**config.mk**
```make
export PLATFORM = sky130hd
export DESIGN_NAME = ppm_frame_decoder
export DESIGN_NICKNAME = d
export VERILOG_FILES = /design/src/sv/ppmfd_pkg.sv /design/src/sv/ppmfd_queue.sv /design/src/sv/ppmfd_front.sv /design/src/sv/ppmfd_back.sv /design/src/sv/ppm_frame_decoder.sv
export SDC_FILE = /design/constraint.sdc
export NUM_CORES = 1
export LEC_CHECK = 0
export BUFFER_PORTS_ARGS = -buffer_cell sky130_fd_sc_hd__buf_2
export CAP_MARGIN = 10
export CORE_MARGIN = 8
export CORE_UTILIZATION = 55
export CTS_BUF_LIST = sky130_fd_sc_hd__clkbuf_8
export DETAILED_ROUTE_END_ITERATION = 10
export PLACE_DENSITY_LB_ADDON = 0.05
export SLEW_MARGIN = 20
export SYNTH_ARGS = -nofsm -noshare
export SYNTH_HDL_FRONTEND = slang
export SYNTH_SLANG_ARGS = --single-unit
```
**constraint.sdc**
```tcl
create_clock -name clk -period 12.59 [get_ports clk]
set_input_delay 0 -clock clk [delete_from_list [all_inputs] [get_ports clk]]
set_output_delay 0 -clock clk [all_outputs]
set_load 0.03 [all_outputs]
```
**src/sv/ppmfd_pkg.sv**
```systemverilog
// ----------------------------------------------------------------------------
// PPM frame decoder package
// Shared types, register codes, result codes and reset values.
// ----------------------------------------------------------------------------
package ppmfd_pkg;

    localparam int NUM_CHANNELS_DEF = 8;
    localparam int QUEUE_DEPTH      = 4;

    localparam logic [15:0] SYNC_GAP_MIN_RST = 16'd2200;
    localparam logic [15:0] PULSE_MIN_RST    = 16'd900;
    localparam logic [15:0] PULSE_MAX_RST    = 16'd2100;

    typedef enum logic [1:0] {
        REG_SYNC_GAP_MIN = 2'd0,
        REG_PULSE_MIN    = 2'd1,
        REG_PULSE_MAX    = 2'd2
    } reg_idx_t;

    typedef enum logic [2:0] {
        ST_WAITING    = 3'd0,
        ST_ACQUIRED   = 3'd1,
        ST_FRAME_SYNC = 3'd2,
        ST_STORED     = 3'd3,
        ST_FRAME_CH   = 3'd4,
        ST_LOST       = 3'd5
    } status_t;

    typedef struct packed {
        logic [15:0] sync_gap_min;
        logic [15:0] pulse_min;
        logic [15:0] pulse_max;
    } cfg_t;

    typedef struct packed {
        logic [15:0] pulse_width_us;
        logic        frame_flag;
        logic [2:0]  channel_index;
        status_t     status;
    } q_entry_t;

    typedef struct packed {
        logic full;
        logic empty;
    } q_status_t;

endpackage

```
**src/sv/ppmfd_queue.sv**
```systemverilog
// ----------------------------------------------------------------------------
// PPM frame decoder command queue
// Small FIFO of classified words between the front and the back.
// ----------------------------------------------------------------------------
module ppmfd_queue #(
    parameter int DEPTH = ppmfd_pkg::QUEUE_DEPTH
) (
    input  logic                 clk,
    input  logic                 rst_n,
    input  logic                 push,
    input  ppmfd_pkg::q_entry_t  push_entry,
    input  logic                 pop,
    output ppmfd_pkg::q_entry_t  pop_entry,
    output ppmfd_pkg::q_status_t stat
);

    localparam int PTR_W = (DEPTH > 1) ? $clog2(DEPTH) : 1;
    localparam int CNT_W = $clog2(DEPTH + 1);

    ppmfd_pkg::q_entry_t mem_reg [DEPTH];
    logic [PTR_W-1:0] wr_ptr_reg, wr_ptr_next;
    logic [PTR_W-1:0] rd_ptr_reg, rd_ptr_next;
    logic [CNT_W-1:0] count_reg, count_next;

    assign stat.full  = (count_reg == CNT_W'(DEPTH));
    assign stat.empty = (count_reg == '0);
    assign pop_entry  = mem_reg[rd_ptr_reg];

    always_comb
    begin
        wr_ptr_next = wr_ptr_reg;
        rd_ptr_next = rd_ptr_reg;
        count_next  = count_reg;
        if (push)
        begin
            wr_ptr_next = (wr_ptr_reg == PTR_W'(DEPTH - 1)) ? '0 : wr_ptr_reg + 1'b1;
        end
        if (pop)
        begin
            rd_ptr_next = (rd_ptr_reg == PTR_W'(DEPTH - 1)) ? '0 : rd_ptr_reg + 1'b1;
        end
        if (push && !pop)
        begin
            count_next = count_reg + 1'b1;
        end
        else if (pop && !push)
        begin
            count_next = count_reg - 1'b1;
        end
    end

    always_ff @(posedge clk or negedge rst_n)
    begin
        if (!rst_n)
        begin
            wr_ptr_reg <= '0;
            rd_ptr_reg <= '0;
            count_reg  <= '0;
        end
        else
        begin
            wr_ptr_reg <= wr_ptr_next;
            rd_ptr_reg <= rd_ptr_next;
            count_reg  <= count_next;
        end
    end

    always_ff @(posedge clk)
    begin
        if (push)
        begin
            mem_reg[wr_ptr_reg] <= push_entry;
        end
    end

endmodule

```
**src/sv/ppmfd_front.sv**
```systemverilog
// ----------------------------------------------------------------------------
// PPM frame decoder front
// Measure edge gaps, track sync and channel count, store channels, classify.
// ----------------------------------------------------------------------------
module ppmfd_front #(
    parameter int NUM_CHANNELS = ppmfd_pkg::NUM_CHANNELS_DEF,
    parameter int IDX_W        = (NUM_CHANNELS > 1) ? $clog2(NUM_CHANNELS) : 1
) (
    input  logic                 clk,
    input  logic                 rst_n,
    input  ppmfd_pkg::cfg_t      cfg,
    input  logic                 in_valid,
    output logic                 in_ready,
    input  logic [15:0]          edge_time_lo,
    output logic                 push,
    output ppmfd_pkg::q_entry_t  push_entry,
    input  ppmfd_pkg::q_status_t q_stat,
    input  logic                 frame_done,
    input  logic [IDX_W-1:0]     rd_idx,
    output logic [15:0]          rd_data
);

    logic [15:0]      prev_time_reg;
    logic             synced_reg, synced_next;
    logic [IDX_W-1:0] count_reg, count_next;
    logic             flag_reg, flag_next;
    logic             frame_pend_reg, frame_pend_next;
    logic [15:0]      store_reg [NUM_CHANNELS];

    logic [15:0] gap;
    logic        is_sync;
    logic        in_window;
    logic        accept;
    logic        store_wr;

    assign in_ready  = !frame_pend_reg && !q_stat.full;
    assign accept    = in_valid && in_ready;
    assign push      = accept;
    assign gap       = edge_time_lo - prev_time_reg;
    assign is_sync   = (gap >= cfg.sync_gap_min);
    assign in_window = (gap >= cfg.pulse_min) && (gap <= cfg.pulse_max);
    assign rd_data   = store_reg[rd_idx];

    always_comb
    begin
        synced_next     = synced_reg;
        count_next      = count_reg;
        flag_next       = flag_reg;
        frame_pend_next = frame_pend_reg && !frame_done;
        store_wr        = 1'b0;
        push_entry.status         = ppmfd_pkg::ST_WAITING;
        push_entry.channel_index  = '0;
        push_entry.pulse_width_us = gap;
        if (accept)
        begin
            priority if (!synced_reg)
            begin
                if (is_sync)
                begin
                    synced_next       = 1'b1;
                    count_next        = '0;
                    flag_next         = 1'b0;
                    push_entry.status = ppmfd_pkg::ST_ACQUIRED;
                end
            end
            else if (is_sync)
            begin
                count_next        = '0;
                flag_next         = 1'b1;
                push_entry.status = ppmfd_pkg::ST_FRAME_SYNC;
            end
            else if (in_window)
            begin
                store_wr = 1'b1;
                if (count_reg == IDX_W'(NUM_CHANNELS - 1))
                begin
                    count_next        = '0;
                    frame_pend_next   = 1'b1;
                    push_entry.status = ppmfd_pkg::ST_FRAME_CH;
                end
                else
                begin
                    count_next               = count_reg + 1'b1;
                    push_entry.status        = ppmfd_pkg::ST_STORED;
                    push_entry.channel_index = 3'(count_reg);
                end
            end
            else
            begin
                synced_next       = 1'b0;
                push_entry.status = ppmfd_pkg::ST_LOST;
            end
        end
        push_entry.frame_flag = flag_next;
    end

    always_ff @(posedge clk or negedge rst_n)
    begin
        if (!rst_n)
        begin
            prev_time_reg  <= '0;
            synced_reg     <= 1'b0;
            count_reg      <= '0;
            flag_reg       <= 1'b0;
            frame_pend_reg <= 1'b0;
        end
        else
        begin
            if (accept)
            begin
                prev_time_reg <= edge_time_lo;
            end
            synced_reg     <= synced_next;
            count_reg      <= count_next;
            flag_reg       <= flag_next;
            frame_pend_reg <= frame_pend_next;
        end
    end

    always_ff @(posedge clk)
    begin
        if (store_wr)
        begin
            store_reg[count_reg] <= gap;
        end
    end

endmodule

```
**src/sv/ppmfd_back.sv**
```systemverilog
// ----------------------------------------------------------------------------
// PPM frame decoder back
// Pop classified words, drive the output register, sweep out full frames.
// ----------------------------------------------------------------------------
module ppmfd_back #(
    parameter int NUM_CHANNELS = ppmfd_pkg::NUM_CHANNELS_DEF,
    parameter int IDX_W        = (NUM_CHANNELS > 1) ? $clog2(NUM_CHANNELS) : 1
) (
    input  logic                 clk,
    input  logic                 rst_n,
    input  ppmfd_pkg::q_status_t q_stat,
    input  ppmfd_pkg::q_entry_t  pop_entry,
    output logic                 pop,
    output logic [IDX_W-1:0]     rd_idx,
    input  logic [15:0]          rd_data,
    output logic                 frame_done,
    output logic                 out_valid,
    input  logic                 out_ready,
    output ppmfd_pkg::q_entry_t  out_entry,
    output logic                 out_last
);

    logic                out_valid_reg, out_valid_next;
    ppmfd_pkg::q_entry_t out_entry_reg, out_entry_next;
    logic                out_last_reg, out_last_next;
    logic                frame_act_reg, frame_act_next;
    logic [IDX_W-1:0]    k_reg, k_next;
    logic                frame_flag_reg, frame_flag_next;
    logic                out_free;
    logic                k_last;

    assign out_free  = !out_valid_reg || out_ready;
    assign k_last    = (k_reg == IDX_W'(NUM_CHANNELS - 1));
    assign rd_idx    = k_reg;
    assign out_valid = out_valid_reg;
    assign out_entry = out_entry_reg;
    assign out_last  = out_last_reg;

    always_comb
    begin
        out_valid_next  = out_valid_reg;
        out_entry_next  = out_entry_reg;
        out_last_next   = out_last_reg;
        frame_act_next  = frame_act_reg;
        k_next          = k_reg;
        frame_flag_next = frame_flag_reg;
        pop             = 1'b0;
        frame_done      = 1'b0;
        priority if (frame_act_reg && out_free)
        begin
            out_valid_next                = 1'b1;
            out_entry_next.status         = ppmfd_pkg::ST_FRAME_CH;
            out_entry_next.channel_index  = 3'(k_reg);
            out_entry_next.pulse_width_us = rd_data;
            out_entry_next.frame_flag     = frame_flag_reg;
            out_last_next                 = k_last;
            if (k_last)
            begin
                frame_act_next = 1'b0;
                frame_done     = 1'b1;
                k_next         = '0;
            end
            else
            begin
                k_next = k_reg + 1'b1;
            end
        end
        else if (!frame_act_reg && !q_stat.empty && out_free)
        begin
            pop = 1'b1;
            if (pop_entry.status == ppmfd_pkg::ST_FRAME_CH)
            begin
                frame_act_next  = 1'b1;
                k_next          = '0;
                frame_flag_next = pop_entry.frame_flag;
                out_valid_next  = 1'b0;
            end
            else
            begin
                out_valid_next = 1'b1;
                out_entry_next = pop_entry;
                out_last_next  = 1'b1;
            end
        end
        else if (out_ready)
        begin
            out_valid_next = 1'b0;
        end
    end

    always_ff @(posedge clk or negedge rst_n)
    begin
        if (!rst_n)
        begin
            out_valid_reg <= 1'b0;
            frame_act_reg <= 1'b0;
            k_reg         <= '0;
        end
        else
        begin
            out_valid_reg <= out_valid_next;
            frame_act_reg <= frame_act_next;
            k_reg         <= k_next;
        end
    end

    always_ff @(posedge clk)
    begin
        out_entry_reg  <= out_entry_next;
        out_last_reg   <= out_last_next;
        frame_flag_reg <= frame_flag_next;
    end

endmodule

```
**src/sv/ppm_frame_decoder.sv**
```systemverilog
// ----------------------------------------------------------------------------
// PPM frame decoder
// Turns rising-edge timestamps of a PPM pulse train into channel results.
//
// Input stream: one word per rising edge, s_tdata = 32-bit microsecond time.
// Output stream: one word per result; tlast marks the final result of an edge,
// tuser carries the update flag. APB registers: sync gap minimum, pulse
// window minimum and maximum (byte addresses 0, 4, 8).
// A single result passes through the command queue into the output register;
// the words of a frame are read from the channel store after its queued word.
// Throughput: one edge per cycle for edges that give a single result, while
// the four-word command queue has room. An edge that completes a frame holds
// s_tready low until the back has loaded the last of its NUM_CHANNELS words
// into the output register, one channel per cycle read from the channel
// store while the output register is free.
// Reset clears sync, channel count, update flag, previous edge time, queue
// and output valid flag; registers return to 2200, 900 and 2100.
// A stalled receiver holds the output word; the queue keeps taking edges
// until it fills, then s_tready drops.
// ----------------------------------------------------------------------------
module ppm_frame_decoder #(
    parameter int NUM_CHANNELS = ppmfd_pkg::NUM_CHANNELS_DEF
) (
    input  logic        clk,
    input  logic        rst_n,
    input  logic        psel,
    input  logic        penable,
    input  logic        pwrite,
    input  logic [3:0]  paddr,
    input  logic [31:0] pwdata,
    output logic [31:0] prdata,
    output logic        pready,
    input  logic        s_tvalid,
    output logic        s_tready,
    input  logic [31:0] s_tdata,    // [31:0] edge_time_us
    output logic        m_tvalid,
    input  logic        m_tready,
    output logic [23:0] m_tdata,    // [2:0] status, [5:3] channel_index,
                                    // [21:6] pulse_width_us, [23:22] zero
    output logic        m_tuser,    // [0] frame_flag
    output logic        m_tlast
);

    localparam int IDX_W = (NUM_CHANNELS > 1) ? $clog2(NUM_CHANNELS) : 1;

    ppmfd_pkg::cfg_t      cfg_reg;
    ppmfd_pkg::reg_idx_t  reg_sel;
    ppmfd_pkg::q_entry_t  push_entry;
    ppmfd_pkg::q_entry_t  pop_entry;
    ppmfd_pkg::q_entry_t  out_entry;
    ppmfd_pkg::q_status_t q_stat;
    logic                 push;
    logic                 pop;
    logic                 frame_done;
    logic [IDX_W-1:0]     rd_idx;
    logic [15:0]          rd_data;
    logic                 cfg_wr;

    assign pready  = 1'b1;
    assign cfg_wr  = psel && penable && pwrite && pready;
    assign reg_sel = ppmfd_pkg::reg_idx_t'(paddr[3:2]);

    always_comb
    begin
        unique case (reg_sel)
            ppmfd_pkg::REG_SYNC_GAP_MIN: prdata = 32'(cfg_reg.sync_gap_min);
            ppmfd_pkg::REG_PULSE_MIN:    prdata = 32'(cfg_reg.pulse_min);
            ppmfd_pkg::REG_PULSE_MAX:    prdata = 32'(cfg_reg.pulse_max);
            default:                     prdata = '0;
        endcase
    end

    always_ff @(posedge clk or negedge rst_n)
    begin
        if (!rst_n)
        begin
            cfg_reg.sync_gap_min <= ppmfd_pkg::SYNC_GAP_MIN_RST;
            cfg_reg.pulse_min    <= ppmfd_pkg::PULSE_MIN_RST;
            cfg_reg.pulse_max    <= ppmfd_pkg::PULSE_MAX_RST;
        end
        else if (cfg_wr)
        begin
            unique case (reg_sel)
                ppmfd_pkg::REG_SYNC_GAP_MIN: cfg_reg.sync_gap_min <= pwdata[15:0];
                ppmfd_pkg::REG_PULSE_MIN:    cfg_reg.pulse_min    <= pwdata[15:0];
                ppmfd_pkg::REG_PULSE_MAX:    cfg_reg.pulse_max    <= pwdata[15:0];
                default:                     cfg_reg              <= cfg_reg;
            endcase
        end
    end

    ppmfd_front #(
        .NUM_CHANNELS (NUM_CHANNELS),
        .IDX_W        (IDX_W)
    ) u_front (
        .clk          (clk),
        .rst_n        (rst_n),
        .cfg          (cfg_reg),
        .in_valid     (s_tvalid),
        .in_ready     (s_tready),
        .edge_time_lo (s_tdata[15:0]),
        .push         (push),
        .push_entry   (push_entry),
        .q_stat       (q_stat),
        .frame_done   (frame_done),
        .rd_idx       (rd_idx),
        .rd_data      (rd_data)
    );

    ppmfd_queue #(
        .DEPTH      (ppmfd_pkg::QUEUE_DEPTH)
    ) u_queue (
        .clk        (clk),
        .rst_n      (rst_n),
        .push       (push),
        .push_entry (push_entry),
        .pop        (pop),
        .pop_entry  (pop_entry),
        .stat       (q_stat)
    );

    ppmfd_back #(
        .NUM_CHANNELS (NUM_CHANNELS),
        .IDX_W        (IDX_W)
    ) u_back (
        .clk        (clk),
        .rst_n      (rst_n),
        .q_stat     (q_stat),
        .pop_entry  (pop_entry),
        .pop        (pop),
        .rd_idx     (rd_idx),
        .rd_data    (rd_data),
        .frame_done (frame_done),
        .out_valid  (m_tvalid),
        .out_ready  (m_tready),
        .out_entry  (out_entry),
        .out_last   (m_tlast)
    );

    assign m_tdata = {2'b00, out_entry.pulse_width_us, out_entry.channel_index,
                      out_entry.status};
    assign m_tuser = out_entry.frame_flag;

endmodule

```
==> impl_metrics.json, run 1 <==
{
  "tightest_slew_ns": 1.10,
  "max-cap-violations": 0,
  "dr_total_vias": 9034,
  "fin_crit_ns": 5.47,
  "period_share_pct": 43.5,
  "rsz0062_at_grt": "false",
  "yosysSeqAreaShare_pct": 62.5,
  "report.power.total_mw": 4.16,
  "start_util_pct": 55.9,
  "leakage_nw": 6.85,
  "grt_usage_pct": 20.6,
  "cts_resized": 0,
  "post-route-drc-count": 0,
  "worstSkewPairLatency_ns": 0.59,
  "ys_ff_latch": 327,
  "crit_path_max_fanout": 16,
  "synth_flop_cell": "edfxtp_1",
  "pre_cts_slack_ns": 7.13,
  "ff2ff_setup_slack_ns": 7.12,
  "critPathLaunch": "u_front.prev_time_reg[0]$_DFFE_PN0P_",
  "cts_buffers": 53,
  "cts_root_buffer": "clkbuf_8",
  "critPathLaunchType": "flip-flop",
  "p_switching_mw": 1.55,
  "p_int_mw": 2.61,
  "worstHoldPathCells": 4,
  "hold_violations": 0,
  "hp-class": "in -> reg",
  "final_util_pct": 64.7,
  "synth_cell_type_count": 70,
  "ctsLongestPathBuffers": 3,
  "critPathSlowestCell": "o211ai_2",
  "netlist.area_leader.share_pct": 48.4,
  "seqPwrFrac_pct": 39.1,
  "place.gp.congestion": 0.778,
  "flow.area_growth_from_synthesis_pct": 15.8,
  "drv_slew": 0,
  "drtAntennaViolNets": 0,
  "r2r_cells": 15,
  "clk_pin_slew_ns": 0.06,
  "crit_top_cell": "ha_1",
  "arrival_ns": 5.78,
  "die_x_um": 181,
  "grt_max_degree": 56,
  "synth.area.top_cells": "edfxtp_1 48%, dfrtp_1 12%, mux4_2 8.2%",
  "dieArea_um2": 32900,
  "tns_ns": 0,
  "htreeDepth": 2,
  "ir_worst_vdd_mv": 0.140,
  "avgSynthCellArea_um2": 14.2,
  "dp_hpwl_um": 21000,
  "drt_first_pass_iters": 5,
  "hold_start": "s_tdata[12]",
  "syn_inst": 1056,
  "vias_per_cell": 5.61,
  "crit_path_end_kind": "flip-flop",
  "clkSinkCount": 327,
  "p_comb_share_pct": 40.5,
  "yosys.area.top_type": "edfxtp_1",
  "status": "finished, final reports clean",
  "worstPathCellList": "ha_1 -> fa_1 -> nor2b_1 -> o31a_1 -> o31ai_1 -> o211a_1 -> o211ai_1 -> nand3b_1 -> ha_1 -> nand4_1 -> or4_4 -> o221a_2 -> o211ai_2 -> nor4b_2 -> buf_4",
  "finalClockSkew_ns": 0.0201,
  "netlist_area_um2": 15000,
  "crit_required_ns": 12.89,
  "core_region_area_um2": 26900,
  "grt_pass1_vias": 9523,
  "yosysMostFrequentCell": "edfxtp_1",
  "largest_register_ffs": 128,
  "fp-row-count": 60,
  "swShare_pct": 37.3,
  "drive_above_1_share_pct": 23.1,
  "timing.hold.ws_ns": 0.177,
  "grt_pass1_wl_um": 52700,
  "ioPinCount": 136,
  "numPortBuffers": 82,
  "synth_common_cells": "242 x edfxtp_1, 99 x nand2_1, 96 x inv_1",
  "hold-path-endpoint": "u_front.prev_time_reg[12]$_DFFE_PN0P_",
  "die_y_um": 181,
  "wl_um": 33400,
  "p_clk_share_pct": 20.4,
  "maxSlewHeadroom_pct": 26.5,
  "synthArstFlopShare_pct": 25.1,
  "max_freq_ghz": 0.183,
  "grt_overflow_total": 0,
  "drt_iter0_markers": 492,
  "nets": 1382,
  "nFillCells": 2035,
  "yosys_warnings": 0,
  "antenna_found_initial": 1,
  "num_antenna_cells": 0,
  "setup_violations": 0,
  "cts_tree": "done",
  "rr_startpoint": "u_front.prev_time_reg[0]$_DFFE_PN0P_",
  "avgRoutedWirePerCell_um": 20.7,
  "layout_setup_ws_ns": 7.12,
  "critPathKind": "reg -> reg",
  "synth_edf_count": 242,
  "powerDensity_nw_per_um2": 239,
  "cpPeakStageDelay_ns": 0.66,
  "rr_endpoint": "u_front.store_reg[3][1]$_DFFE_PP_"
}
==> power groups by stage <==
stage	Clock (mW)	Combinational (mW)	Sequential (mW)
detailed placement	0	1.69	1.65
finish	0.849	1.69	1.63
global placement	0	1.66	1.64
global route	0.914	1.86	1.65
CTS	0.869	1.71	1.63
floorplan	0	1.08	1.71
==> through the flow <==
stage               std cells  instance area (µm²)
floorplan                1073                15100
global placement         1468                15900
detailed placement       1468                15900
CTS                      1611                17400
global route             1611                17400
finish                   1611                17400
==> critical path, delay by kind of cell (launching register included) <==
kind,cells,cell delay [ns]
compound gates,6,1.83
fa+ha+maj,3,1.27
buf+inv,1,0.25
flops,1,0.39
simple gates,5,1.44
==> logic make-up (layout without fill, tap and decap cells) <==
family | Yosys count | count (layout) | share of synthesized area (%)
DFF | 327 | 327 | 62.5
and+or+nand+nor | 187 | 187 | 5.90
AOI/OAI and AO/OA | 184 | 184 | 7.79
buffers and inverters | 158 | 355 | 4.56
muxes | 109 | 109 | 12.0
adders and majority gates | 76 | 76 | 6.43
xor gates and xnor gates | 13 | 13 | 0.758
other | 2 | 19 | 0.0500
==> per-layer routing <==
metal,share of wire [%],up-vias,GRT usage (%)
met3,4.7,59,3.61
met5,0.039,-,0
li1,-,4267,-
met4,2.4,2,6.20
met1,43,4488,26.2
met2,49,218,35.8
==> worst max path at each step <==
| stage | slack, ns | endpoint |
|---|---|---|
| after floorplan | 6.53 | u_front.store_reg[1][0]$_DFFE_PP_ |
| after global placement | 7.22 | u_front.store_reg[1][8]$_DFFE_PP_ |
| after detailed placement | 7.13 | u_front.store_reg[3][8]$_DFFE_PP_ |
| after CTS | 7.10 | u_front.store_reg[3][10]$_DFFE_PP_ |
| after global routing | 6.87 | u_front.store_reg[4][0]$_DFFE_PP_ |
| final | 7.12 | u_front.store_reg[3][1]$_DFFE_PP_ |
==> cell type report <==
cell class | count | area, µm² | share of cell area, %
inverters | 97 | 364 | 2.09
repair buffers | 164 | 1150 | 6.62
well taps | 341 | 427 | 2.45
flip-flops and latches | 327 | 9400 | 54.0
multi-input cells | 588 | 5090 | 29.2
clock inverters | 40 | 228 | 1.31
clock buffers | 54 | 743 | 4.27
==> layout by cell type, fill, tap and decap left out, types with 5 or more instances in the layout <==
cell           Yosys  final
a21o_1             5      5
a21oi_1           28     28
a32o_1             5      5
and2_1             6      6
buf_2             10     81
buf_4             19     34
clkbuf_8           0     54
clkinv_1           0     10
clkinv_2           0      5
conb_1             2     19
dfrtp_1           70     69
dfstp_2           12     12
dlygate4sd3_1      0     49
edfxtp_1         242    242
ha_1              74     74
inv_1             96    116
mux2_2            19     19
mux2i_1           35     35
mux4_2            55     55
nand2_1           99     99
nand2b_1           7      7
nand3_1           10     10
nand4_1            7      7
nor2_1            21     21
nor2b_1            8      8
nor3_1            10      5
nor3_2             0      5
o21a_1             9      9
o21ai_0           84     84
o22ai_1           16     16
xnor2_1            9      8
==> timing repair <==
| item | 4_1_cts | 5_1_grt |
|---|---|---|
| hold buffers | 49 | 0 |
| endpoints found under the hold margin | 147 | 0 |
| setup endpoints to repair | 0 | 0 |
| setup buffers | 0 | 0 |
Power figures use the tool's default switching activity.
==> inputs of run 2 (changes only) <==
==> constraint.sdc (replaced) <==
create_clock -name clk -period 4.45 [get_ports clk]
set_input_delay 0 -clock clk [delete_from_list [all_inputs] [get_ports clk]]
set_output_delay 0 -clock clk [all_outputs]
set_load 0.03 [all_outputs]
==> impl_metrics.json, run 2 (synthesized netlist as in run 1, its figures left out) <==
{
  "status": "finished, final reports clean",
  "final_util_pct": 66.0,
  "endpoint": "u_front.store_reg[1][10]$_DFFE_PP_",
  "critPathLaunchType": "flip-flop",
  "htreeDepth": 2,
  "nets": 1402,
  "rr_startpoint": "u_front.prev_time_reg[0]$_DFFE_PN0P_",
  "ctsLongestPathBuffers": 3,
  "final_cell_mix": "242 x edfxtp_1, 115 x inv_1, 99 x nand2_1",
  "timing.hold.ws_ns": 0.0554,
  "cts_root_buffer": "clkbuf_8",
  "rsz0062_at_grt": "true",
  "ir_worst_vdd_mv": 0.345,
  "clkSinkCount": 327,
  "crit_required_ns": 4.74,
  "clk_pin_slew_ns": 0.06,
  "core_region_area_um2": 26900,
  "rr_endpoint": "u_front.store_reg[1][10]$_DFFE_PP_",
  "finalClockSkew_ns": 0.0285,
  "report.power.total_mw": 11.8,
  "dr_total_vias": 9058,
  "drt_first_pass_iters": 5,
  "max_freq_ghz": 0.228,
  "drive_above_1_share_pct": 25.7,
  "grt_overflow_total": 0,
  "tightest_slew_ns": 0.968,
  "grt_usage_pct": 20.3,
  "fin_crit_ns": 4.38,
  "dpl.cell_count": 1489,
  "crit_path_end_kind": "flip-flop",
  "dr.max_layer_used": "met4",
  "crit_path_max_fanout": 8,
  "r2r_cells": 18,
  "die_y_um": 181,
  "dp_hpwl_um": 21700,
  "hp-class": "in -> async",
  "met3_length_um": 1640,
  "avgRoutedWirePerCell_um": 20.5,
  "wl_um": 33400,
  "numPortBuffers": 82,
  "cts_buffers": 52,
  "grt_pass1_wl_um": 52000,
  "drt-met1-wl_um": 14300,
  "tns_ns": 0,
  "leakage_nw": 7.02,
  "largest_register_ffs": 128,
  "arrival_ns": 4.67,
  "worstSkewPairLatency_ns": 0.59,
  "vias_per_cell": 5.55,
  "dieArea_um2": 32900,
  "critPathKind": "reg -> reg",
  "grt_pass1_vias": 9280,
  "maxSlewHeadroom_pct": 35.3,
  "setup_violations": 0,
  "fp-row-count": 60,
  "period_share_pct": 98.4,
  "post-route-drc-count": 0,
  "drtAntennaViolNets": 0,
  "final_common_cell": "edfxtp_1",
  "hold_violations": 0,
  "wl_met2_um": 16800,
  "ff2ff_setup_slack_ns": 0.07,
  "nFillCells": 2017,
  "flow.area_growth_from_synthesis_pct": 18.0,
  "num_antenna_cells": 0,
  "grt_max_degree": 62,
  "stdcell_count": 1631,
  "die_x_um": 181,
  "powerDensity_nw_per_um2": 667,
  "place.gp.congestion": 0.844,
  "max-cap-violations": 0,
  "drt_iter0_markers": 604,
  "drv_slew": 0,
  "cts_tree": "done",
  "start_util_pct": 55.9,
  "antenna_found_initial": 0,
  "critPathLaunch": "u_front.prev_time_reg[0]$_DFFE_PN0P_",
  "ioPinCount": 136
}
-- run 2: repair_timing --
action / in CTS / in global routing
setup buffers: 0 / 8
resized for setup: 0 / 14
hold endpoints to repair: 129 / 0
setup endpoints to repair: 0 / 140
hold buffers: 39 / 0
-- run 2: layer usage --
layer  global-route usage (%)  vias to the layer above
met5                        0                        -
met4                     5.64                        0
met3                     3.65                       47
met2                     35.2                      242
met1                     26.0                     4466
li1                         -                     4303
-- run 2: layout make-up --
cell class / instances / area, µm² / area share (%)
clock buffers: 52 / 716 / 4.04
flip-flops and latches: 327 / 9400 / 53.0
well taps: 341 / 427 / 2.41
repair buffers: 185 / 1440 / 8.12
inverters: 97 / 364 / 2.05
multi-input cells: 588 / 5210 / 29.4
clock inverters: 41 / 181 / 1.02
-- run 2: worst min-delay path by stage --
| stage | from | endpoint | slack (ns) | depth (start not counted) |
|---|---|---|---|---|
| global placement | rst_n | cfg_reg[27]$_DFFE_PN0P_ | 0.14 | 1 |
| global route | paddr[3] | cfg_reg[2]$_DFFE_PN1P_ | 0.04 | 4 |
| CTS | paddr[3] | cfg_reg[2]$_DFFE_PN1P_ | 0.01 | 4 |
| finish | rst_n | cfg_reg[27]$_DFFE_PN0P_ | 0.06 | 2 |
| detailed placement | rst_n | cfg_reg[44]$_DFFE_PN0P_ | 0.14 | 1 |
| floorplan | rst_n | cfg_reg[0]$_DFFE_PN0P_ | -0.30 | 0 |
-- run 2: worst max-delay path, stage by stage, from the launching register on --
cell	delay (ns)
dfrtp_1	0.38
ha_2	0.19
fa_2	0.37
nor2b_2	0.12
o31a_1	0.17
o31ai_2	0.08
o211a_1	0.24
o211ai_1	0.18
nand3b_1	0.25
buf_4	0.23
ha_1	0.28
nand4_1	0.13
o32ai_1	0.31
a2111o_1	0.25
o211ai_4	0.15
buf_6	0.15
nor4b_4	0.25
buf_4	0.19
clkbuf_16	0.16
-- run 2: stage by stage --
stage                     setup WS [ns]  cell area [µm²]
after floorplan                  -0.174            15200
after global placement            0.104            16300
after detailed placement         0.0484            16300
after CTS                        0.0326            17600
after global routing             -0.105            17700
final                            0.0706            17700
-- run 2: report_power, final --
| group | switching (mW) | internal, mW |
|---|---|---|
| Combinational | 2.94 | 1.97 |
| Sequential | 0.295 | 4.38 |
| Clock | 1.14 | 1.09 |
| Total | 4.38 | 7.45 |
